`config.mk`:
```
export PLATFORM = sky130hd
export DESIGN_NAME = tx_fifo_bump_allocator
export DESIGN_NICKNAME = d
export VERILOG_FILES = /design/src/rtl/core/tfba_pkg.sv /design/src/rtl/core/tx_fifo_bump_allocator.sv /design/src/rtl/core/tfba_alu.sv /design/src/rtl/core/tfba_slots.sv
export SDC_FILE = /design/constraint.sdc
export NUM_CORES = 1
export LEC_CHECK = 0
export ABC_AREA = 0
export BUFFER_PORTS_ARGS = -buffer_cell sky130_fd_sc_hd__buf_2
export CAP_MARGIN = 20
export CORE_UTILIZATION = 55
export CTS_CLUSTER_SIZE = 40
export DETAILED_ROUTE_END_ITERATION = 8
export GPL_TIMING_DRIVEN = 0
export HOLD_SLACK_MARGIN = 0.08
export PLACE_DENSITY = 0.76
export SLEW_MARGIN = 20
export SYNTH_ARGS = -nofsm -noshare
export SYNTH_HDL_FRONTEND = slang
export SYNTH_SLANG_ARGS = --single-unit
```
`constraint.sdc`:
```
create_clock -name i_clk -period 8.48 [get_ports i_clk]
set_input_delay 1.272 -clock i_clk [delete_from_list [all_inputs] [get_ports i_clk]]
set_output_delay 1.272 -clock i_clk [all_outputs]
set_load 0.005 [all_outputs]
```
`src/rtl/core/tfba_pkg.sv`:
```
// shared types, constants and helpers for the tx fifo bump allocator
package tfba_pkg;

    localparam int DEF_ENDPOINTS = 6;

    localparam int START_W = 16;
    localparam int SIZE_W  = 10;
    localparam int EPN_W   = 5;
    localparam int ALU_W   = 17;

    localparam logic [START_W-1:0] FREE_LIMIT = 16'h0200;
    localparam logic [SIZE_W-1:0]  FREE_SIZE  = 10'h200;
    localparam logic [SIZE_W-1:0]  MIN_WORDS  = 10'd16;
    localparam logic [ALU_W-1:0]   ROUND_ADD  = 17'd3;

    localparam logic [15:0] RST_EP0_START = 16'd56;
    localparam logic [15:0] RST_EP0_DEPTH = 16'd16;
    localparam logic [15:0] RST_TOTAL     = 16'd320;

    typedef enum logic [1:0] {
        FUNC_ALLOC       = 2'd0,
        FUNC_RELEASE     = 2'd1,
        FUNC_RELEASE_ALL = 2'd2
    } t_func;

    typedef enum logic [1:0] {
        CFG_EP0_START = 2'd0,
        CFG_EP0_DEPTH = 2'd1,
        CFG_TOTAL     = 2'd2
    } t_cfg_idx;

    typedef struct packed {
        logic [1:0] func;
        logic [2:0] endpoint;
        logic [9:0] request_bytes;
        logic       double_size;
    } t_in_item;

    typedef struct packed {
        logic        ok;
        logic [15:0] start_word;
        logic [10:0] size_words;
    } t_out_item;

    // slot table write command
    typedef struct packed {
        logic               wr_one;
        logic               wr_all;
        logic               free;
        logic [2:0]         ep;
        logic [START_W-1:0] start;
        logic [SIZE_W-1:0]  size;
    } t_slot_cmd;

    typedef struct packed {
        logic [ALU_W-1:0] a;
        logic [ALU_W-1:0] b;
        logic [ALU_W-1:0] c;
        logic             wrap;
    } t_alu_req;

    typedef struct packed {
        logic [ALU_W-1:0] sum;
        logic             gt;
    } t_alu_rsp;

    // start word of the free marker for an endpoint
    function automatic logic [START_W-1:0] free_start(input logic [EPN_W-1:0] ep);
        logic [START_W-1:0] base;
        base = {2'b00, ep, 9'd0};
        return base + 16'h0200;
    endfunction

endpackage

```
`src/rtl/core/tx_fifo_bump_allocator.sv`:
```
// top level: sequencer, configuration registers and result register
// Transmit FIFO region allocator for a shared word-addressed FIFO memory.
// Command channel: i_valid / o_stall with payload i_in (func, endpoint,
// request_bytes, double_size); a transfer happens when i_valid is high and
// o_stall is low. Result channel: o_valid / i_stall with payload o_out
// (ok, start_word, size_words); exactly one result per command.
// Configuration: i_cfg_valid / o_cfg_ready with i_cfg_index and i_cfg_data;
// index 0 ep0 start, 1 ep0 depth, 2 total words; other indexes are ignored.
// Write configuration only while no command is in flight.
// Timing: release, release-all and rejected commands present their result
// in the cycle after the transfer. An allocate presents it after a step for
// the ep0 region end, one per slot scanned through the shared adder/compare
// unit, one for the word rounding and one for the fit check. One command is
// handled at a time; o_stall stays high until the result has been taken.
// Reset (synchronous, active low) frees every slot and loads the default
// configuration. While i_stall holds, the result register keeps its value
// and no new command is taken.
module tx_fifo_bump_allocator #(
    parameter int ENDPOINTS = tfba_pkg::DEF_ENDPOINTS
) (
    input  logic                i_clk,
    input  logic                i_rst_n,
    input  logic                i_valid,
    output logic                o_stall,
    input  tfba_pkg::t_in_item  i_in,
    output logic                o_valid,
    input  logic                i_stall,
    output tfba_pkg::t_out_item o_out,
    input  logic                i_cfg_valid,
    output logic                o_cfg_ready,
    input  logic [1:0]          i_cfg_index,
    input  logic [15:0]         i_cfg_data
);
    import tfba_pkg::*;

    localparam int SLOTS = ENDPOINTS - 1;
    localparam int IDX_W = (SLOTS > 1) ? $clog2(SLOTS) : 1;
    localparam logic [IDX_W-1:0] LAST_IDX = IDX_W'(SLOTS - 1);

    typedef enum logic [5:0] {
        ST_IDLE  = 6'b000001,
        ST_EP0   = 6'b000010,
        ST_SCAN  = 6'b000100,
        ST_WORDS = 6'b001000,
        ST_FIT   = 6'b010000,
        ST_OUT   = 6'b100000
    } t_state;

    t_state             r_state, n_state;
    t_in_item           r_item, n_item;
    logic [START_W-1:0] r_fsa, n_fsa;
    logic [SIZE_W-1:0]  r_words, n_words;
    logic [IDX_W-1:0]   r_idx, n_idx;
    t_out_item          r_out, n_out;
    logic [15:0]        r_ep0_start, r_ep0_depth, r_total;

    t_slot_cmd          w_cmd;
    t_alu_req           w_req;
    t_alu_rsp           w_rsp;
    logic [START_W-1:0] w_rd_start;
    logic [SIZE_W-1:0]  w_rd_size;
    logic               w_ep_ok;
    logic [10:0]        w_bytes;
    logic [SIZE_W-1:0]  w_words;

    tfba_slots #(
        .SLOTS (SLOTS),
        .IDX_W (IDX_W)
    ) u_slots (
        .i_clk      (i_clk),
        .i_rst_n    (i_rst_n),
        .i_cmd      (w_cmd),
        .i_rd_idx   (r_idx),
        .o_rd_start (w_rd_start),
        .o_rd_size  (w_rd_size)
    );

    tfba_alu u_alu (
        .i_req (w_req),
        .o_rsp (w_rsp)
    );

    assign o_stall     = (r_state != ST_IDLE);
    assign o_valid     = (r_state == ST_OUT);
    assign o_out       = r_out;
    assign o_cfg_ready = 1'b1;

    always_ff @(posedge i_clk) begin
        if (!i_rst_n) begin
            r_ep0_start <= RST_EP0_START;
            r_ep0_depth <= RST_EP0_DEPTH;
            r_total     <= RST_TOTAL;
        end else if (i_cfg_valid && o_cfg_ready) begin
            case (i_cfg_index)
                CFG_EP0_START: r_ep0_start <= i_cfg_data;
                CFG_EP0_DEPTH: r_ep0_depth <= i_cfg_data;
                CFG_TOTAL:     r_total     <= i_cfg_data;
                default:       ;
            endcase
        end
    end

    assign w_ep_ok = ({29'd0, i_in.endpoint} < 32'(ENDPOINTS));
    assign w_bytes = r_item.double_size ? {r_item.request_bytes, 1'b0}
                                        : {1'b0, r_item.request_bytes};
    assign w_words = w_rsp.sum[11:2];

    // operand select for the shared unit
    always_comb begin
        w_req = '0;
        case (r_state)
            ST_EP0: begin
                w_req.a    = {1'b0, r_ep0_start};
                w_req.b    = {1'b0, r_ep0_depth};
                w_req.wrap = 1'b1;
            end
            ST_SCAN: begin
                w_req.a    = {1'b0, w_rd_start};
                w_req.b    = ALU_W'(w_rd_size);
                w_req.c    = {1'b0, r_fsa};
                w_req.wrap = 1'b1;
            end
            ST_WORDS: begin
                w_req.a = ALU_W'(w_bytes);
                w_req.b = ROUND_ADD;
            end
            ST_FIT: begin
                w_req.a = {1'b0, r_fsa};
                w_req.b = ALU_W'(r_words);
                w_req.c = {1'b0, r_total};
            end
            default: ;
        endcase
    end

    always_comb begin
        n_state = r_state;
        n_item  = r_item;
        n_fsa   = r_fsa;
        n_words = r_words;
        n_idx   = r_idx;
        n_out   = r_out;
        w_cmd   = '0;
        case (r_state)
            ST_IDLE: begin
                if (i_valid) begin
                    n_item  = i_in;
                    n_out   = '0;
                    n_state = ST_OUT;
                    case (i_in.func)
                        FUNC_ALLOC: begin
                            if (w_ep_ok && i_in.endpoint != 3'd0) begin
                                n_state = ST_EP0;
                            end
                        end
                        FUNC_RELEASE: begin
                            if (w_ep_ok) begin
                                n_out.ok     = 1'b1;
                                w_cmd.wr_one = (i_in.endpoint != 3'd0);
                                w_cmd.free   = 1'b1;
                                w_cmd.ep     = i_in.endpoint;
                            end
                        end
                        FUNC_RELEASE_ALL: begin
                            n_out.ok     = 1'b1;
                            w_cmd.wr_all = 1'b1;
                        end
                        default: ;
                    endcase
                end
            end
            ST_EP0: begin
                n_fsa   = w_rsp.sum[START_W-1:0];
                n_idx   = '0;
                n_state = ST_SCAN;
            end
            ST_SCAN: begin
                // only slots whose start is below the free limit take part in the highest-end search
                if (w_rd_start < FREE_LIMIT && w_rsp.gt) begin
                    n_fsa = w_rsp.sum[START_W-1:0];
                end
                if (r_idx == LAST_IDX) begin
                    n_state = ST_WORDS;
                end else begin
                    n_idx = r_idx + 1'b1;
                end
            end
            ST_WORDS: begin
                n_words = (w_words < MIN_WORDS) ? MIN_WORDS : w_words;
                n_state = ST_FIT;
            end
            ST_FIT: begin
                if (!w_rsp.gt) begin
                    w_cmd.wr_one     = 1'b1;
                    w_cmd.ep         = r_item.endpoint;
                    w_cmd.start      = r_fsa;
                    w_cmd.size       = r_words;
                    n_out.ok         = 1'b1;
                    n_out.start_word = r_fsa;
                    n_out.size_words = {1'b0, r_words};
                end
                n_state = ST_OUT;
            end
            ST_OUT: begin
                if (!i_stall) begin
                    n_state = ST_IDLE;
                end
            end
            default: n_state = ST_IDLE;
        endcase
    end

    always_ff @(posedge i_clk) begin
        if (!i_rst_n) begin
            r_state <= ST_IDLE;
        end else begin
            r_state <= n_state;
        end
    end

    always_ff @(posedge i_clk) begin
        r_item  <= n_item;
        r_fsa   <= n_fsa;
        r_words <= n_words;
        r_idx   <= n_idx;
        r_out   <= n_out;
    end

    // a successful allocate respects the minimum size
    a_min_size: assert property (@(posedge i_clk) disable iff (!i_rst_n)
        o_valid && o_out.ok && o_out.size_words != 11'd0
            |-> o_out.size_words >= {1'b0, MIN_WORDS})
        else $error("allocated region below minimum size");

    // a successful allocate fits inside the fifo memory
    a_fits: assert property (@(posedge i_clk) disable iff (!i_rst_n)
        o_valid && o_out.ok && o_out.size_words != 11'd0
            |-> ({1'b0, o_out.start_word} + 17'(o_out.size_words)) <= {1'b0, r_total})
        else $error("allocated region passes the total");

    // a failed command reports no region
    a_fail_zero: assert property (@(posedge i_clk) disable iff (!i_rst_n)
        o_valid && !o_out.ok |-> o_out.start_word == 16'd0 && o_out.size_words == 11'd0)
        else $error("failed command reports a region");

    // a stalled result holds its value
    a_hold_stalled: assert property (@(posedge i_clk) disable iff (!i_rst_n)
        o_valid && i_stall |=> o_valid && $stable(o_out))
        else $error("stalled result changed");

endmodule

```
`src/rtl/core/tfba_alu.sv`:
```
// shared adder and magnitude compare used by the ep0, scan, rounding and fit steps
module tfba_alu (
    input  tfba_pkg::t_alu_req i_req,
    output tfba_pkg::t_alu_rsp o_rsp
);
    import tfba_pkg::*;

    logic [ALU_W-1:0] w_sum;
    logic [ALU_W-1:0] w_res;

    assign w_sum = i_req.a + i_req.b;
    // region ends wrap at 16 bits
    assign w_res = i_req.wrap ? {1'b0, w_sum[ALU_W-2:0]} : w_sum;

    assign o_rsp.sum = w_res;
    assign o_rsp.gt  = w_res > i_req.c;

endmodule

```
`src/rtl/core/tfba_slots.sv`:
```
// slot table for the endpoints other than ep0: start and size of each transmit region
module tfba_slots #(
    parameter int SLOTS = tfba_pkg::DEF_ENDPOINTS - 1,
    parameter int IDX_W = 3
) (
    input  logic                         i_clk,
    input  logic                         i_rst_n,
    input  tfba_pkg::t_slot_cmd          i_cmd,
    input  logic [IDX_W-1:0]             i_rd_idx,
    output logic [tfba_pkg::START_W-1:0] o_rd_start,
    output logic [tfba_pkg::SIZE_W-1:0]  o_rd_size
);
    import tfba_pkg::*;

    logic [START_W-1:0] r_start [SLOTS];
    logic [SIZE_W-1:0]  r_size  [SLOTS];

    for (genvar g = 0; g < SLOTS; g++) begin : g_slot
        localparam logic [EPN_W-1:0] EP_NUM = EPN_W'(g + 1);
        logic w_hit;

        assign w_hit = i_cmd.wr_one && (EP_NUM == {2'b00, i_cmd.ep});

        always_ff @(posedge i_clk) begin
            if (!i_rst_n || i_cmd.wr_all || (w_hit && i_cmd.free)) begin
                r_start[g] <= free_start(EP_NUM);
                r_size[g]  <= FREE_SIZE;
            end else if (w_hit) begin
                r_start[g] <= i_cmd.start;
                r_size[g]  <= i_cmd.size;
            end
        end
    end

    assign o_rd_start = r_start[i_rd_idx];
    assign o_rd_size  = r_size[i_rd_idx];

endmodule

```
Yosys cells after proc, flatten, opt, wreduce, memory -nomap -nowiden --
Memories as Yosys holds them, arrays and structs flattened. A register that Yosys moved wholly into a read port is not among the register bits. Index checks and enable logic that the tools add are counted. W data, S select, Z words.
Word-level totals: bits in registers 125, RAM bits 130, input bits 39, output and inout port bits 31, logic and storage cells 156, memories 2
Memory list:
- u_slots.r_start | words 5, width 16, read ports 1, clocked after memory_dff 1, write ports 5, line tfba_slots.sv:15 | logic [START_W-1:0] r_start [SLOTS];
- u_slots.r_size | words 5, width 10, read ports 1, clocked after memory_dff 1, write ports 5, line tfba_slots.sv:16 | logic [SIZE_W-1:0] r_size [SLOTS];
Cells by class: $add $sub $neg 2, $lt $le $gt $ge 4, equality and inequality tests 23, mux-type cells 69, bitwise operators 10, reduce and logical (&&, ||, !) cells 33
Operators with widths (count):
- $pmux W33 S4 | 1
- $mux W16 | 6
- $pmux W16 S2 | 2
- $mux W28 | 2
- $pmux W28 S2 | 1
- $mux W10 | 5
- $mux W6 | 6
- $pmux W6 S6 | 1
- $mux W1 | 31
- $mux W29 | 1
- $mux W26 | 1
- $add A16 B17 Y17 | 1
- $gt A17 B16 Y1 | 1
- $mux W17 | 1
- $lt A16 B10 Y1 const B | 1
- $logic_and A1 B1 Y1 | 12
- $ne A2 B2 Y1 const B | 6
- $pmux W3 S2 | 2
- $reduce_and A2 Y1 | 6
- $mux W11 | 1
- $lt A10 B5 Y1 const B | 1
- $or A1 B1 Y1 | 10
- $mux W3 | 3
- $mux W4 | 2
- other kinds (24) | 37

Longest topological paths before layout --
Gate-level depths: netlist of the first run.
depth in word-level cells 14, mapped depth 28, mapped depth without buffers 23

Cells and area by module --
Synthesis of the first run repeated with hierarchy kept, for this count alone.
Unflattened totals: cell total of the unflattened synthesis 1162, area total of the unflattened synthesis 13048.8 um2
By module, submodules not included:
- tfba_slots | instances 1, cells an instance 437, area each 5963.2 um2, sequential area each 3903.7 um2
- tx_fifo_bump_allocator | instances 1, cells an instance 564, area each 5873.1 um2, sequential area each 3183.1 um2
- tfba_alu | instances 1, cells an instance 161, area each 1212.4 um2, sequential area each 0.0 um2

Worst setup path before layout of the first run --
Ideal clock, no wire load.
path kind register -> register, start register (tool-made name), end memory u_slots.r_size[2][0], enable pin, library setup time 445 ps, arrival time 7491 ps, required time 8035 ps, slack 544 ps, stages on the path, launching flop included 23, buffers on the path 3, period minus slack after synthesis 7936 ps, path through dfxtp_1 -> clkbuf_1 -> buf_1 -> mux4_2 -> mux2_2 -> a221o_1 -> ha_1 -> and3_1 -> o211a_1 -> o21ai_0 -> nand2b_1 -> a21oi_1 -> o21ai_0 -> xor2_1 -> ha_1 -> nand4_1 -> or4_1 -> nor2_1 -> a31o_2 -> o311a_4 -> buf_6 -> a22oi_1 -> o21ai_0
RTL lines (line):
- to (decl) | tfba_slots.sv:16

==> qor.csv, run 1 <==
metric;value;unit
Top Ports;70;
dpl hpwl;25.7;mm
fmax;124;MHz
Starting DRT DRC Count;1174;
post-placement cell count;1419;
CP startpoint;r_state[3];
clock tree skew after final layout;0.0105;ns
syn avg cell area;11.8;um^2
fin worst setup slack;0.412;ns
first-pass iteration count of the detailed router;5;
predominant post-synthesis flop cell;edfxtp_1;
htree depth;1;
Syn Inst Count;1067;
Synth area leader;edfxtp_1;
clock sink total;257;
Syn. warnings;0;
CP max FO;12;
Fillers;1649;
Tmin final;8.07;ns
Mapped Nets;1143;
top cells by area, synth;edfxtp_1 48%, dfxtp_1 9.1%, mux4_2 4.7%;
area fraction of the dominant cell type after synthesis;47.7;%
CP peak stage delay;0.52;ns
Post-Syn Area;0.0126;mm^2
Arr. time, crit path;8.30;ns
share of cells above drive strength 1;17.5;%
Buf/Inv on CP;6;
die footprint;0.0235;mm^2
first-pass GRT wire length;54.0;mm
hold_buf cts;0;
Rel. slew slack;28.0;%
total power;2.91;mW
number of synthesized flops with an enable pin;200;
Leak Pwr;5.20;nW
core area;0.0222;mm^2
placed inst area;0.0135;mm^2
power per cell area;200;mW/mm^2
largest net degree at the start of global routing;23;
antenna viol nets, final;0;
Place WS;-0.237;ns
post-synthesis sequential area ratio;56.8;%
routed length per placed instance;24.3;um
GP Congestion;0.960;
unrepaired setup endpoints after global routing;false;
Yosys reg bits;257;
global route total overflow;0;
reg2reg setup slack;0.41;ns
Num CTS Buffers;27;
DR vias/cell;6.43;
ys async rst share;0;%
final instance area;0.0145;mm^2
Synth-to-Final Area Change;15.3;%
maximum VDD drop;167;uV
NumNets Final;1253;
Antenna Cells;0;
RR Startpoint;r_state[3];
Final setup viols;0;
clk_lat worst skew;0.53;ns
Vias;9490;
row count;54;
Least-Margin Pin Slew;1.08;ns
fin cells;1477;
CTS max path bufs;3;
Detailed Route WL;35.9;mm
crit path kind;reg -> reg;
number of global-route vias before repair;9143;
gr usage total;30.8;%
CP startpoint kind;flip-flop;
Top cell by count, worst path;clkbuf_1;
Worst Hold Launch;r_total[2];
status;complete, no violations;
IO buf count;66;
crit end category;flip-flop;
post-synth cell types;64;
delay-heaviest family, CP;simple AND/OR/NAND/NOR gates;
post-layout util;65.5;%
die width;153;um
# Max-Cap Violations;0;
Hold Path Class;reg -> reg;
worst endpoint required time;8.71;ns
CP max-delay cell;clkbuf_1;
Final Cycle Share;95.1;%
TritonCTS clock tree;built;
Fin. Hold Viols;0;
top-count cell post-synth;edfxtp_1;
clock-pin slew on the worst setup and hold paths;0.06;ns
Commonest cells post-synth;200 x edfxtp_1, 155 x nand2_1, 79 x nor2_1, 57 x dfxtp_1;
DRC viols;0;
initial antenna violation count;1;
max-slew violations;0;
die height;153;um
Root Driver;clkbuf_16;
Initial Utilization;56.8;%
==> layer usage <==
metal	vias up	global-route usage (%)	part of all wire (%)
li1	4188	-	-
met1	4604	42.2	40
met2	592	48.2	45
met3	106	5.81	11
met4	0	12.7	4.2
met5	-	0	0
==> stage by stage <==
| step | TNS, ns | hold slack (ns) |
|---|---|---|
| after floorplan | 0 | 0.439 |
| after global placement | -353.56 | 0.450 |
| after detailed placement | -9.48 | 0.454 |
| after CTS | 0 | 0.468 |
| after global routing | 0 | 0.483 |
| final | 0 | 0.465 |
==> path summary, 6_finish.rpt <==
path | to | cells after the start
setup / recovery | u_slots.r_start[0][4] | 28
hold / removal | r_total[2] | 2
setup reg to reg | u_slots.r_start[0][4] | 28
hold reg to reg | r_total[2] | 2
==> what timing repair did <==
item,in CTS,in global routing
pin swaps,1,4
endpoints found under the setup margin,104,205
buffers inserted,2,6
resized for setup,1,1
==> sequential cells by signal, summed over array words and instances, names as in the netlist, named ones only <==
name	flops
r_ep0_start	16
r_idx	3
u_slots.r_start	80
o_out	27
r_fsa	16
r_state	6
r_item	14
u_slots.r_size	50
r_total	16
r_ep0_depth	16
r_words	10
==> cell usage in the layout, fill, tap and decap left out, drive strengths merged, types with 36 or more instances in the layout <==
master,synthesis,layout
dfxtp,57,57
buf,26,105
nor2,80,80
edfxtp,200,200
and2,36,36
clkbuf,44,80
a21boi,44,44
ha,36,36
nand2,155,155
==> final cells by class <==
type                    instances  area [um^2]  share of cell area [%]
well taps                     280          350                    2.41
flip-flops and latches        257         7150                    49.3
clock buffers                  34          712                    4.91
clock inverters                15          196                    1.35
plain buffers                  70          322                    2.22
inverters                      16         60.1                   0.414
multi-input cells             724         5130                    35.4
repair buffers                 81          592                    4.08
==> worst reg2reg max path, delay by kind of cell (launching register included) <==
kind / cells / cell delay (ns)
flops: 1 / 0.29
compound gates: 10 / 2.41
xor+xnor: 1 / 0.20
simple gates: 9 / 2.47
fa+ha+maj: 2 / 0.60
buf+inv: 6 / 1.78
==> where the power goes <==
part	switching [mW]	internal, mW
clock	0.482	0.744
combinational	0.141	0.0897
sequential	0.0253	1.43
==> cells by family (layout without fill, tap and decap cells) <==
family          Yosys count  count (layout)  share of synthesized area [%]
compound gates          190             190                           11.2
fa+ha+maj                37              37                           3.74
simple gates            420             420                           16.7
xor+xnor                 12              12                          0.835
buf+inv                  86             216                           3.00
mux                      63              63                           7.77
flops                   257             257                           56.8
other cells               2               2                         0.0597
Note: power is estimated with default switching activity, not from simulation.
==> run 2, diff against run 1 <==
--- a/config.mk
+++ b/config.mk
@@ -8,12 +8,13 @@
 export ABC_AREA = 0
 export BUFFER_PORTS_ARGS = -buffer_cell sky130_fd_sc_hd__buf_2
 export CAP_MARGIN = 20
-export CORE_UTILIZATION = 55
+export CORE_UTILIZATION = 57
+export CTS_BUF_LIST = sky130_fd_sc_hd__clkbuf_4
 export CTS_CLUSTER_SIZE = 40
 export DETAILED_ROUTE_END_ITERATION = 8
 export GPL_TIMING_DRIVEN = 0
 export HOLD_SLACK_MARGIN = 0.08
-export PLACE_DENSITY = 0.76
+export PLACE_DENSITY = 0.78
 export SLEW_MARGIN = 20
 export SYNTH_ARGS = -nofsm -noshare
 export SYNTH_HDL_FRONTEND = slang
==> run 2 against run 1 <==
  * Setup slack got worse by 0.097 ns
  * Power fell by 6.2%
  * Non-clock buffer count fell by 9
  * Critical path depth did not move
  * Via count rose by 2.2%
  * Final area fell by 1.3%
  * First-iteration DRC count rose by 8.8%
  * Critical path type unchanged
  * Largest cell class unchanged
  * Largest power group unchanged
==> qor.csv, run 2 (same netlist as run 1, synthesis figures left out) <==
metric;value;unit
initial antenna violation count;2;
Synth-to-Final Area Change;13.7;%
fmax;122;MHz
Starting DRT DRC Count;1277;
antenna viol nets, final;0;
CP max-delay cell;o21ai_4;
placed inst area;0.0135;mm^2
Worst Hold Launch;r_total[10];
IO buf count;66;
htree depth;3;
crit end category;flip-flop;
part of the power in combinational logic;8.3;%
largest net degree at the start of global routing;24;
die height;151;um
clock-pin slew on the worst setup and hold paths;0.06;ns
TritonCTS clock tree;built;
power share of the clock group;38.5;%
Leak Pwr;5.19;nW
Initial Utilization;57.9;%
row count;54;
Arr. time, crit path;8.52;ns
clk_lat worst skew;0.70;ns
maximum VDD drop;123;uV
Top Ports;70;
routed length per placed instance;23.4;um
switching share of total power;24.5;%
CP max FO;14;
DRC viols;0;
Fin. Hold Viols;0;
max-slew violations;0;
RR Startpoint;r_state[3];
Num CTS Buffers;67;
hold_buf cts;0;
Setup TNS;0;ns
# Max-Cap Violations;0;
tightest hold margin;0.466;ns
Detailed Route WL;35.9;mm
GP Congestion;0.938;
clock tree skew after final layout;0.0601;ns
CTS max path bufs;3;
clock sink total;257;
Switch Pwr;0.667;mW
number of global-route vias before repair;9380;
core area;0.0218;mm^2
first-pass iteration count of the detailed router;5;
total power;2.73;mW
final instance area;0.0143;mm^2
Least-Margin Pin Slew;1.11;ns
most frequent cells in the layout;200 x edfxtp_1, 155 x nand2_1, 103 x clkbuf_4, 79 x nor2_1, 77 x buf_2;
gr usage total;32.9;%
Tmin final;8.17;ns
CP startpoint;r_state[3];
worst endpoint required time;8.83;ns
die width;151;um
CP startpoint kind;flip-flop;
NumNets Final;1284;
Vias;9701;
Sequential Power Share;53.2;%
die footprint;0.0227;mm^2
share of cells above drive strength 1;21.4;%
dpl hpwl;25.7;mm
power per cell area;190;mW/mm^2
unrepaired setup endpoints after global routing;false;
DR vias/cell;6.33;
CP peak stage delay;0.58;ns
internal power;2.06;mW
Final setup viols;0;
crit path kind;reg -> reg;
Root Driver;clkbuf_4;
Final Cycle Share;96.3;%
Top cell by count, worst path;clkbuf_1;
Rel. slew slack;25.6;%
global route total overflow;0;
status;complete, no violations;
first-pass GRT wire length;53.5;mm
commonest non-fill, non-tap cell in the layout;edfxtp_1;
Hold Path Class;reg -> reg;
Largest Register;u_slots.r_start;
number of flip-flops in the largest register;80;
## run 2: cell types whose count changed in the layout (fill, tap and decap cells not counted), sizes merged
cell / delta
buf: -8
clkinv: -1
clkbuf: +68
inv: +1
bufinv: -5
diode: +1
## run 2: routing by layer
metal	global-route usage, %	routed length (um)	vias up
li1	-	-	4289
met1	43.8	13900	4660
met2	50.0	16300	642
met3	7.79	4100	110
met4	17.8	1630	0
met5	0	0	-
## run 2: final cells by class
cell class | count | area [um^2]
clock buffers | 103 | 773
clock inverters | 10 | 40.0
well taps | 280 | 350
flip-flops and latches | 257 | 7150
repair buffers | 72 | 495
fillers | 1680 | 7440
inverters | 16 | 60.1
diodes | 1 | 2.50
multi-input cells | 724 | 5130
plain buffers | 70 | 322
## run 2: power by group through the flow
stage | sequential, mW | combinational [mW] | clock (mW)
2_1_floorplan | 1.47 | 0.116 | 0
3_3_place_gp | 1.48 | 0.196 | 0
3_5_place_dp | 1.48 | 0.222 | 0
4_1_cts | 1.45 | 0.223 | 1.06
5_1_grt | 1.46 | 0.241 | 1.12
6_report | 1.45 | 0.226 | 1.05
## run 2: final timing paths
check                          endpoint  cells past startpoint  slack [ns]
setup / recovery  u_slots.r_start[0][2]                     28        0.31
hold / removal              r_total[10]                      2        0.47
setup reg to reg  u_slots.r_start[0][2]                     28        0.31
hold reg to reg             r_total[10]                      2        0.47
## run 2: through the flow
step	worst slack (ns)	cells	util, %
floorplan	0.544	1067	-
global placement	-2.72	1413	61.0
detailed placement	0.0761	1419	62.0
CTS	0.0362	1532	65.8
global route	0.00915	1533	65.8
finish	0.315	1533	65.8
## run 2: worst max-delay path: cells and delay by family, from the launching register on
| kind | cells | cell delay [ns] |
|---|---|---|
| buf+inv | 6 | 1.83 |
| fa+ha+maj | 2 | 0.58 |
| flops | 1 | 0.30 |
| xor+xnor | 1 | 0.18 |
| simple gates | 9 | 2.36 |
| compound gates | 10 | 2.60 |
## run 2: what timing repair did
item                                    CTS  global route
gates resized for setup                   0             2
endpoints found under the setup margin    0           200
buffers inserted                          0             0
==> run 3, diff against run 2 <==
--- a/config.mk
+++ b/config.mk
@@ -8,13 +8,13 @@
 export ABC_AREA = 0
 export BUFFER_PORTS_ARGS = -buffer_cell sky130_fd_sc_hd__buf_2
 export CAP_MARGIN = 20
-export CORE_UTILIZATION = 57
+export CORE_UTILIZATION = 40
 export CTS_BUF_LIST = sky130_fd_sc_hd__clkbuf_4
 export CTS_CLUSTER_SIZE = 40
 export DETAILED_ROUTE_END_ITERATION = 8
 export GPL_TIMING_DRIVEN = 0
 export HOLD_SLACK_MARGIN = 0.08
-export PLACE_DENSITY = 0.78
+export PLACE_DENSITY = 0.55
 export SLEW_MARGIN = 20
 export SYNTH_ARGS = -nofsm -noshare
 export SYNTH_HDL_FRONTEND = slang
==> run 3 against run 2 <==
  * Global-route usage shrank 7.9 points
  * Highest routed layer unchanged
  * Setup slack improved by 0.24 ns
  * Clock power is 12% higher
  * Combinational power rose by 2%
  * First-iteration DRC count decreased by 33%
==> qor.csv, run 3 (same netlist as run 1, synthesis figures left out) <==
metric;value;unit
maximum VDD drop;87.0;uV
DRC viols;0;
R2R cell count;27;
crit end category;flip-flop;
Final setup viols;0;
die width;179;um
Least-Margin Pin Slew;1.08;ns
first-pass iteration count of the detailed router;7;
number of global-route vias before repair;9111;
CP max FO;19;
max-slew violations;0;
largest net degree at the start of global routing;23;
most frequent cells in the layout;200 x edfxtp_1, 155 x nand2_1, 112 x clkbuf_4, 79 x nor2_1, 77 x buf_2;
worst endpoint required time;8.85;ns
Final Cycle Share;93.4;%
htree depth;3;
Starting DRT DRC Count;855;
number of flip-flops in the largest register;80;
row count;64;
initial antenna violation count;1;
Hold Crit Endpoint;r_ep0_depth[12];
clk_lat worst skew;0.70;ns
CTS max path bufs;3;
gr usage total;25.0;%
clock-pin slew on the worst setup and hold paths;0.07;ns
RR Startpoint;r_state[3];
first-pass GRT wire length;57.3;mm
CP startpoint kind;flip-flop;
commonest non-fill, non-tap cell in the layout;edfxtp_1;
Root Driver;clkbuf_4;
reg2reg setup slack;0.56;ns
post-layout util;47.7;%
Top Ports;70;
DR vias/cell;5.64;
Synth-to-Final Area Change;16.4;%
Vias;9426;
Initial Utilization;40.9;%
WHS Path Cells;2;
fmax;126;MHz
Leak Pwr;5.30;nW
Worst Hold Launch;r_ep0_depth[12];
core area;0.0307;mm^2
Tmin final;7.92;ns
unrepaired setup endpoints after global routing;false;
clock tree skew after final layout;0.0447;ns
power per cell area;195;mW/mm^2
Detailed Route WL;38.9;mm
clock sink total;257;
Hold Path Class;reg -> reg;
die height;179;um
antenna viol nets, final;0;
die footprint;0.0322;mm^2
dpl hpwl;28.1;mm
fin worst setup slack;0.559;ns
status;complete, no violations;
TritonCTS clock tree;built;
# Max-Cap Violations;0;
Arr. time, crit path;8.29;ns
crit path kind;reg -> reg;
global route total overflow;0;
GP Congestion;0.924;
IO buf count;66;
NumNets Final;1295;
Largest Register;u_slots.r_start;
Rel. slew slack;27.8;%
Place WS;-0.166;ns
share of cells above drive strength 1;22.7;%
Num CTS Buffers;72;
routed length per placed instance;23.3;um
worst reg2reg endpoint;u_slots.r_start[4][4];
Fin. Hold Viols;0;
## run 3: cell types whose count changed in the layout (fill, tap and decap cells not counted), sizes merged
cell and delta:
clkbuf +11, clkinv +6, bufinv +1, inv -1, buf +4, clkinvlp +1
## run 3: report_power, final
part / internal [mW] / switching (mW) / total (mW)
clock network: 0.632 / 0.549 / 1.18
registers: 1.42 / 0.0245 / 1.45
logic: 0.0883 / 0.142 / 0.230
## run 3: how the worst max path moves through the flow
stage / startpoint / endpoint / slack, ns / depth (start not counted)
finish: r_state[3] / u_slots.r_start[4][4] / 0.56 / 27
global placement: r_state[3] / u_slots.r_size[1][4] / -3.17 / 26
CTS: r_state[3] / u_slots.r_size[3][6] / 0.04 / 27
detailed placement: r_state[3] / u_slots.r_size[3][6] / -0.17 / 27
floorplan: flip-flop / u_slots.r_size[2][0] / 0.54 / 22
global route: r_state[3] / u_slots.r_start[4][4] / 0.1 / 27
## run 3: per-stage QoR
| stage | power [mW] | instances | setup TNS (ns) | area [um^2] | hold slack, ns |
|---|---|---|---|---|---|
| 4_1_cts | 2.88 | 1664 | 0 | 14600 | 0.466 |
| 3_5_place_dp | 1.70 | 1535 | -5.55 | 13600 | 0.457 |
| 5_1_grt | 2.96 | 1671 | 0 | 14700 | 0.484 |
| 2_1_floorplan | 1.59 | 1067 | 0 | 12600 | 0.439 |
| 6_report | 2.86 | 1671 | 0 | 14700 | 0.465 |
| 3_3_place_gp | 1.69 | 1529 | -422.22 | 13400 | 0.451 |
## run 3: cell type report
cell class / count / area (um^2)
Timing Repair Buffer: 78 / 556
Fill cell: 2926 / 16100
Clock buffer: 112 / 841
Buffer: 70 / 327
Tap cell: 396 / 495
Sequential cell: 257 / 7150
Multi-Input combinational cell: 724 / 5130
Antenna cell: 1 / 2.50
Inverter: 16 / 60.1
Clock inverter: 17 / 101
## run 3: critical path, cell delays in order (launching register included)
cell and delay, ns:
dfxtp_1 0.30, clkbuf_1 0.19, nor4_1 0.51, and3b_1 0.22, clkbuf_1 0.47, clkbuf_1 0.59
a221oi_1 0.27, o21ai_0 0.14, ha_1 0.25, buf_2 0.17, and3_1 0.23, and3_1 0.27
o211a_1 0.21, o21ai_1 0.39, nand2b_1 0.12, a21oi_1 0.23, o21ai_0 0.16, xor2_1 0.18
ha_1 0.33, nand4_1 0.10, nor4_1 0.34, nor3b_1 0.14, a221oi_4 0.37, o311a_4 0.27
buf_6 0.19, a22oi_1 0.22, o21ai_4 0.47, buf_16 0.23
## run 3: what timing repair did
| action | 4_1_cts | 5_1_grt |
|---|---|---|
| hold buffers | 0 | 0 |
| pin swaps | 0 | 3 |
| setup buffers | 0 | 5 |
| gates resized for setup | 1 | 7 |
| setup endpoints to repair | 97 | 223 |
## run 3: routing by layer
layer	vias to the layer above	GRT usage [%]	part of all wire [%]
met3	67	5.17	7.6
met2	419	37.9	44
li1	4326	-	-
met1	4614	35.0	45
met4	0	9.87	2.8
met5	-	0	0
